`src/hw/rtl/clkpr_pkg.sv`:
```
// Shared constants, types and state codes of the clock page replacement block.
`timescale 1ns / 1ps
package clkpr_pkg;

    localparam int FRAMES      = 8;
    localparam int PAGE_BITS   = 16;
    localparam int SLOT_W      = (FRAMES > 1) ? $clog2(FRAMES) : 1;
    localparam int TALLY_W     = 16;
    localparam int IN_W        = 16;
    localparam int OUT_TDATA_W = 40;

    typedef logic [SLOT_W-1:0]    t_slot;
    typedef logic [PAGE_BITS-1:0] t_page;
    typedef logic [TALLY_W-1:0]   t_tally;

    typedef enum logic [2:0] {
        S_IDLE,
        S_LOOK,
        S_SWEEP,
        S_EVICT,
        S_EMIT
    } t_state;

    typedef struct packed {
        t_slot rd_addr;
        logic  wr_en;
        t_slot wr_addr;
        t_page wr_data;
        t_page key;
    } t_store_req;

    typedef struct packed {
        logic   hit;
        t_slot  slot;
        logic   ev_valid;
        t_page  ev_page;
        t_tally faults;
    } t_result;

endpackage

```
`src/hw/rtl/clkpr_frame_store.sv`:
```
// Resident page memory with registered read and the shared page comparator.
`timescale 1ns / 1ps
module clkpr_frame_store (
    input  logic                  i_clk,
    input  clkpr_pkg::t_store_req i_req,
    output clkpr_pkg::t_page      o_rd_data,
    output logic                  o_match
);
    import clkpr_pkg::*;

    t_page r_mem [FRAMES];
    t_page r_rd_data;

    always_ff @(posedge i_clk) begin
        if (i_req.wr_en) begin
            r_mem[i_req.wr_addr] <= i_req.wr_data;
        end
        r_rd_data <= r_mem[i_req.rd_addr];
    end

    assign o_rd_data = r_rd_data;
    assign o_match   = (r_rd_data == i_req.key);

endmodule

```
`src/hw/rtl/clkpr_seq.sv`:
```
// Sequencer: serial lookup, free-frame fill, clock sweep and eviction.
`timescale 1ns / 1ps
module clkpr_seq (
    input  logic                  i_clk,
    input  logic                  i_rst_n,
    input  logic                  i_start,
    input  clkpr_pkg::t_page      i_page,
    output logic                  o_ready,
    output clkpr_pkg::t_store_req o_req,
    input  clkpr_pkg::t_page      i_rd_data,
    input  logic                  i_match,
    input  logic                  i_out_free,
    output logic                  o_emit,
    output clkpr_pkg::t_result    o_res
);
    import clkpr_pkg::*;

    localparam t_slot LAST = SLOT_W'(FRAMES - 1);

    function automatic t_slot f_next(input t_slot s);
        f_next = (s == LAST) ? '0 : s + 1'b1;
    endfunction

    t_state            r_state, n_state;
    logic [FRAMES-1:0] r_valid, n_valid;
    logic [FRAMES-1:0] r_use, n_use;
    t_slot             r_hand, n_hand;
    t_tally            r_tally, n_tally;
    logic              r_issue, n_issue;
    logic              r_cmp_vld, n_cmp_vld;
    logic              r_have_free, n_have_free;
    t_slot             r_idx, n_idx;
    t_slot             r_cmp_idx, n_cmp_idx;
    t_slot             r_free, n_free;
    t_page             r_page, n_page;
    t_result           r_res, n_res;

    logic   cur_valid;
    t_slot  free_slot;
    t_tally tally_inc;

    always_ff @(posedge i_clk) begin
        if (!i_rst_n) begin
            r_state     <= S_IDLE;
            r_valid     <= '0;
            r_use       <= '0;
            r_hand      <= '0;
            r_tally     <= '0;
            r_issue     <= 1'b0;
            r_cmp_vld   <= 1'b0;
            r_have_free <= 1'b0;
        end else begin
            r_state     <= n_state;
            r_valid     <= n_valid;
            r_use       <= n_use;
            r_hand      <= n_hand;
            r_tally     <= n_tally;
            r_issue     <= n_issue;
            r_cmp_vld   <= n_cmp_vld;
            r_have_free <= n_have_free;
        end
    end

    always_ff @(posedge i_clk) begin
        r_idx     <= n_idx;
        r_cmp_idx <= n_cmp_idx;
        r_free    <= n_free;
        r_page    <= n_page;
        r_res     <= n_res;
    end

    always_comb begin
        n_state     = r_state;
        n_valid     = r_valid;
        n_use       = r_use;
        n_hand      = r_hand;
        n_tally     = r_tally;
        n_issue     = r_issue;
        n_cmp_vld   = r_cmp_vld;
        n_have_free = r_have_free;
        n_idx       = r_idx;
        n_cmp_idx   = r_cmp_idx;
        n_free      = r_free;
        n_page      = r_page;
        n_res       = r_res;

        o_ready       = 1'b0;
        o_emit        = 1'b0;
        o_req.rd_addr = r_idx;
        o_req.wr_en   = 1'b0;
        o_req.wr_addr = r_hand;
        o_req.wr_data = r_page;
        o_req.key     = r_page;

        cur_valid = r_valid[r_cmp_idx];
        free_slot = r_have_free ? r_free : r_cmp_idx;
        tally_inc = (r_tally == '1) ? r_tally : r_tally + 1'b1;

        case (r_state)
            S_IDLE: begin
                o_ready = 1'b1;
                if (i_start) begin
                    n_page      = i_page;
                    n_idx       = '0;
                    n_issue     = 1'b1;
                    n_cmp_vld   = 1'b0;
                    n_have_free = 1'b0;
                    n_state     = S_LOOK;
                end
            end
            S_LOOK: begin
                // read of slot r_idx overlaps compare of slot r_cmp_idx
                n_cmp_vld = r_issue;
                if (r_issue) begin
                    n_cmp_idx = r_idx;
                    if (r_idx == LAST) begin
                        n_issue = 1'b0;
                    end else begin
                        n_idx = r_idx + 1'b1;
                    end
                end
                if (r_cmp_vld) begin
                    if (cur_valid && i_match) begin
                        n_use[r_cmp_idx] = 1'b1;
                        n_res     = '{hit: 1'b1, slot: r_cmp_idx, ev_valid: 1'b0,
                                      ev_page: '0, faults: r_tally};
                        n_issue   = 1'b0;
                        n_cmp_vld = 1'b0;
                        n_state   = S_EMIT;
                    end else begin
                        if (!cur_valid && !r_have_free) begin
                            n_have_free = 1'b1;
                            n_free      = r_cmp_idx;
                        end
                        if (r_cmp_idx == LAST) begin
                            n_cmp_vld = 1'b0;
                            if (r_have_free || !cur_valid) begin
                                o_req.wr_en        = 1'b1;
                                o_req.wr_addr      = free_slot;
                                n_valid[free_slot] = 1'b1;
                                n_use[free_slot]   = 1'b1;
                                n_res   = '{hit: 1'b0, slot: free_slot, ev_valid: 1'b0,
                                            ev_page: '0, faults: r_tally};
                                n_state = S_EMIT;
                            end else begin
                                n_state = S_SWEEP;
                            end
                        end
                    end
                end
            end
            S_SWEEP: begin
                o_req.rd_addr = r_hand;
                if (r_use[r_hand]) begin
                    n_use[r_hand] = 1'b0;
                    n_hand        = f_next(r_hand);
                end else begin
                    n_state = S_EVICT;
                end
            end
            S_EVICT: begin
                o_req.rd_addr    = r_hand;
                o_req.wr_en      = 1'b1;
                o_req.wr_addr    = r_hand;
                n_use[r_hand]    = 1'b1;
                n_hand           = f_next(r_hand);
                n_tally          = tally_inc;
                n_res   = '{hit: 1'b0, slot: r_hand, ev_valid: 1'b1,
                            ev_page: i_rd_data, faults: tally_inc};
                n_state = S_EMIT;
            end
            S_EMIT: begin
                if (i_out_free) begin
                    o_emit  = 1'b1;
                    n_state = S_IDLE;
                end
            end
            default: begin
                n_state = S_IDLE;
            end
        endcase
    end

    assign o_res = r_res;

endmodule

```
`src/hw/rtl/clock_page_replacement_top.sv`:
```
// Top level of the clock (second-chance) page replacement block.
// One page reference is taken at a time; o_s_tready is high only while the block is idle.
// A reference is looked up by reading the resident page memory one frame per cycle through a
// single comparator; a hit stops the scan at the matching frame, and a miss scans all frames.
// A miss with a free frame then takes the first free frame. When all frames are full the clock
// hand steps one frame per cycle, clearing use bits, until it finds a clear one, and the evict
// state then replaces that frame. A result waits in the output register until taken.
`timescale 1ns / 1ps
module clock_page_replacement_top (
    input  logic        i_clk,
    input  logic        i_rst_n,
    input  logic        i_s_tvalid,
    output logic        o_s_tready,
    input  logic [15:0] i_s_tdata,   // [15:0] page_number
    output logic        o_m_tvalid,
    input  logic        i_m_tready,
    output logic [39:0] o_m_tdata    // [0] hit, [3:1] frame_slot, [4] evicted_valid,
                                     // [20:5] evicted_page, [36:21] replace_faults, [39:37] 0
);
    import clkpr_pkg::*;

    t_store_req store_req;
    t_page      rd_data;
    logic       match;
    logic       seq_ready;
    logic       emit;
    t_result    res;
    logic       out_free;
    logic       r_out_valid;
    logic [OUT_TDATA_W-1:0] r_out_data;

    assign out_free   = !r_out_valid || i_m_tready;
    assign o_s_tready = seq_ready;

    clkpr_seq u_seq (
        .i_clk      (i_clk),
        .i_rst_n    (i_rst_n),
        .i_start    (i_s_tvalid && seq_ready),
        .i_page     (PAGE_BITS'(i_s_tdata[IN_W-1:0])),
        .o_ready    (seq_ready),
        .o_req      (store_req),
        .i_rd_data  (rd_data),
        .i_match    (match),
        .i_out_free (out_free),
        .o_emit     (emit),
        .o_res      (res)
    );

    clkpr_frame_store u_store (
        .i_clk     (i_clk),
        .i_req     (store_req),
        .o_rd_data (rd_data),
        .o_match   (match)
    );

    always_ff @(posedge i_clk) begin
        if (!i_rst_n) begin
            r_out_valid <= 1'b0;
        end else if (emit) begin
            r_out_valid <= 1'b1;
        end else if (i_m_tready) begin
            r_out_valid <= 1'b0;
        end
    end

    always_ff @(posedge i_clk) begin
        if (emit) begin
            r_out_data <= {3'b000, 16'(res.faults), 16'(res.ev_page), res.ev_valid,
                           3'(res.slot), res.hit};
        end
    end

    assign o_m_tvalid = r_out_valid;
    assign o_m_tdata  = r_out_data;

endmodule

```
`config.mk`:
```
export PLATFORM = sky130hd
export DESIGN_NAME = clock_page_replacement_top
export DESIGN_NICKNAME = d
export VERILOG_FILES = /design/src/hw/rtl/clkpr_pkg.sv /design/src/hw/rtl/clkpr_frame_store.sv /design/src/hw/rtl/clkpr_seq.sv /design/src/hw/rtl/clock_page_replacement_top.sv
export SDC_FILE = /design/constraint.sdc
export NUM_CORES = 1
export LEC_CHECK = 0
export BUFFER_PORTS_ARGS = -buffer_cell sky130_fd_sc_hd__buf_2
export CORE_MARGIN = 2
export CORE_UTILIZATION = 45
export DETAILED_ROUTE_END_ITERATION = 12
export SYNTH_ARGS = -nofsm -noshare
export SYNTH_HDL_FRONTEND = slang
export SYNTH_SLANG_ARGS = --single-unit
```
`constraint.sdc`:
```
create_clock -name i_clk -period 3.4 [get_ports i_clk]
set_clock_uncertainty 0.15 [all_clocks]
set_input_delay 0.68 -clock i_clk [delete_from_list [all_inputs] [get_ports i_clk]]
set_output_delay 0.68 -clock i_clk [all_outputs]
set_load 0.005 [all_outputs]
```
==> impl_metrics.py <==
metrics = {
    "worst_setup_path": {
        "critPathCaptureType": "flip-flop",
        "crit_buf_inv": 1,
        "startpoint_type": "flip-flop",
        "cp_slowest_cell": "edfxtp_1",
        "critPathKind": "reg -> reg",
        "max_stage_delay_ns": 0.52,
        "cp_top_family": "simple AND/OR/NAND/NOR gates",
        "r2r_slack_ns": 0.31,
        "cp_max_fo": 18,
        "reg2reg_from": "u_seq.r_page[14]",
        "path_cells": "xor2_1 -> nor4_2 -> nand4_2 -> nor2_4 -> or3_1 -> o21ai_1 -> buf_12",
        "required_ns": 3.53,
        "startpoint": "u_seq.r_page[14]",
        "critical_path_arrival_ns": 3.22,
    },
    "placed_design": {
        "dp_slack_ns": 0.3193,
        "dp_cells": 1048,
        "port_buffers": 58,
        "place_congestion": 0.8914,
        "post-dp-hpwl_um": 14120,
        "placed_cell_area_um2": 11900,
    },
    "clock_tree": {
        "clk_pin_slew_ns": 0.06,
        "cts_setup_buffers": 0,
        "cts_resized": 0,
        "cts_buffer_depth": 3,
        "clk_latency_ns": 0.53,
        "hold_buffers": 0,
        "cts_tree": "yes",
        "htreeDepth": 1,
        "cts.sinks": 285,
        "root_buffer": "clkbuf_16",
        "cts_buffers": 28,
    },
    "drt": {
        "viasPerCell": 5.452,
        "drc": 0,
        "routed-wl-met3_um": 1062,
        "top_layer_used": "met4",
        "drtAntennaViolNets": 0,
        "drtIter0Drc": 514,
        "vias": 5997,
        "routedWlPerCell_um": 20.20,
        "totalWireLength_um": 22220,
        "dr.pass1.iters": 4,
        "wl_met2_um": 10470,
        "drt-met1-wl_um": 10200,
    },
    "job": {
        "maxCapViolations": 0,
    },
    "yosys": {
        "synthArstFlopShare_pct": 0,
        "yosysUniqueCellTypes": 62,
        "ys_seq_area_share_pct": 71.63,
        "netlist_area_um2": 11140,
        "syn_avg_cell_area_um2": 16.47,
        "synth_warnings": 0,
        "synthCells": 676,
        "synthFlopType": "edfxtp_1",
        "synth_edf_count": 227,
        "synth_seq_cells": 285,
    },
    "layout": {
        "area_growth_pct": 15.13,
        "drive_gt1_share_pct": 25.39,
        "instances_no_fill": 1100,
        "antenna_cells": 0,
        "final_nets": 779,
        "fin_util_pct": 52.72,
        "final_cell_area_um2": 12820,
        "fillCellCount": 1976,
    },
    "pwr": {
        "ir_drop_v": 0.0004064,
        "p_leak_nw": 4.515,
        "p_per_area_nw_per_um2": 566.8,
    },
    "global_route": {
        "first_global_vias": 6030,
        "grt_pass1_wl_um": 34740,
        "antenna_found_initial": 0,
        "grt.overflow.total": 0,
        "grt_max_degree": 43,
        "gr-usage-all-layers_pct": 17.31,
    },
    "sta": {
        "slew_viol_final": 0,
        "hold_viol": 0,
        "slew_headroom_pct": 40.89,
        "post-route-period-util_pct": 90.81,
        "rsz0062_at_grt": "false",
        "fin_crit_ns": 3.088,
        "finalSetupViolations": 0,
        "fin_tns_setup_ns": 0,
        "worstMarginPinSlew_ns": 0.8866,
        "fmax_mhz": 323.9,
        "setup_ws_ns": 0.3123,
    },
    "floorplan": {
        "io_pins": 62,
        "die_area_um2": 26020,
        "row_count": 57,
        "die_h_um": 161.3,
        "core_area_um2": 24320,
        "start_util_pct": 45.79,
        "die_w_um": 161.3,
    },
    "worst_hold_path": {
        "min-delay-start": "i_s_tdata[13]",
        "hold_class": "in -> reg",
    },
    "status": {
        "outcome": "complete, no violations",
    },
}
-- worst paths after layout --
path | end | cells after the start
setup / recovery | u_store.r_mem[0][14] | 7
hold / removal | u_seq.r_page[13] | 1
setup reg to reg | u_store.r_mem[0][14] | 7
hold reg to reg | o_m_tdata[32] | 0
-- synth_stat cells (all sizes together) (6+ instances only) --
cell type | instances | area (um^2)
nor2b | 8 | 50.05
nand3 | 14 | 70.07
a21boi | 8 | 60.06
a21oi | 6 | 30.03
a31oi | 9 | 56.30
buf | 15 | 108.9
mux2i | 10 | 100.1
o21a | 13 | 97.59
nor2 | 29 | 126.4
mux4 | 34 | 765.7
xor2 | 21 | 183.9
and2 | 34 | 212.7
nor4 | 6 | 62.56
xnor2 | 7 | 61.31
o21ai | 20 | 100.1
nor3 | 8 | 45.04
dfxtp | 58 | 1161
mux2 | 19 | 214.0
nand4 | 8 | 56.30
inv | 10 | 37.54
clkbuf | 15 | 56.30
edfxtp | 227 | 6817
nand2 | 34 | 127.6
-- registers in the layout (all words and copies together), names as in the netlist, 3 cells and up --
register           count
u_seq.r_use            8
u_seq.r_idx            3
o_m_tdata             37
u_seq.r_valid          8
u_seq.r_cmp_idx        3
u_seq.r_tally         16
u_seq.o_res           37
u_seq.r_page          16
u_seq.r_hand           3
u_seq.r_free           3
u_seq.r_state          3
u_store.o_rd_data     16
u_store.r_mem        128
-- area by class of cell --
cell class	count	area (um^2)	share of cell area [%]
sequential	285	7978	62.22
timing repair buffer	76	488.0	3.806
tap	324	405.4	3.162
clock buffer	32	747.0	5.826
inverter	11	41.29	0.3220
clock inverter	20	172.7	1.347
multi-input combinational	352	2990	23.32
-- routing by layer --
metal  global-route usage, %  up-vias
met5                       0        -
met4                   4.099        0
met3                   2.748       35
met2                   28.01      167
met1                   24.89     3031
li1                        -     2764
-- metrics by stage --
| stage | hold WS, ns | power [W] |
|---|---|---|
| global route | 0.1491 | 0.007527 |
| global placement | 0.2513 | 0.004317 |
| CTS | 0.1533 | 0.007353 |
| finish | 0.1744 | 0.007267 |
| floorplan | 0.2503 | 0.004193 |
| detailed placement | 0.2545 | 0.004323 |
-- power breakdown --
| part | leakage, nW | total (W) | switching, W | internal [W] |
|---|---|---|---|---|
| Clock | 0.454 | 0.00302 | 0.00123 | 0.00179 |
| Combinational | 1.43 | 0.000347 | 0.000175 | 0.000171 |
| Sequential | 2.64 | 0.00390 | 0.0000800 | 0.00382 |
| Total | 4.51 | 0.00727 | 0.00149 | 0.00578 |
-- placed cells by master (no fill, tap or decap), types with 6 or more instances in the layout --
master,netlist,final
nand3_1,14,14
a21oi_1,6,6
nor2_1,24,24
edfxtp_1,227,227
clkinv_2,0,9
clkbuf_16,0,29
mux4_2,34,34
o21a_1,13,13
mux2i_1,10,7
clkinv_1,1,7
dfxtp_1,58,58
buf_4,6,13
o21ai_0,20,13
mux2_2,19,19
xnor2_1,7,7
and2_1,33,33
nor3_1,7,7
xor2_1,21,21
inv_1,10,10
buf_2,6,58
nand4_1,7,7
a31oi_1,9,9
o21ai_1,0,7
nand2_1,34,34
nor2b_1,8,8
-- logic make-up (layout without fill, tap and decap cells) --
logic type	after synthesis	count (layout)	synth area share (%)
DFF	285	285	71.63
other	1	3	0.03367
xor gates and xnor gates	28	28	2.202
buffers and inverters	41	139	1.854
AOI/OAI and AO/OA	79	79	5.179
and+or+nand+nor	174	174	8.842
adders and majority gates	5	5	0.5617
muxes	63	63	9.696
Power figures use the tool's default switching activity.
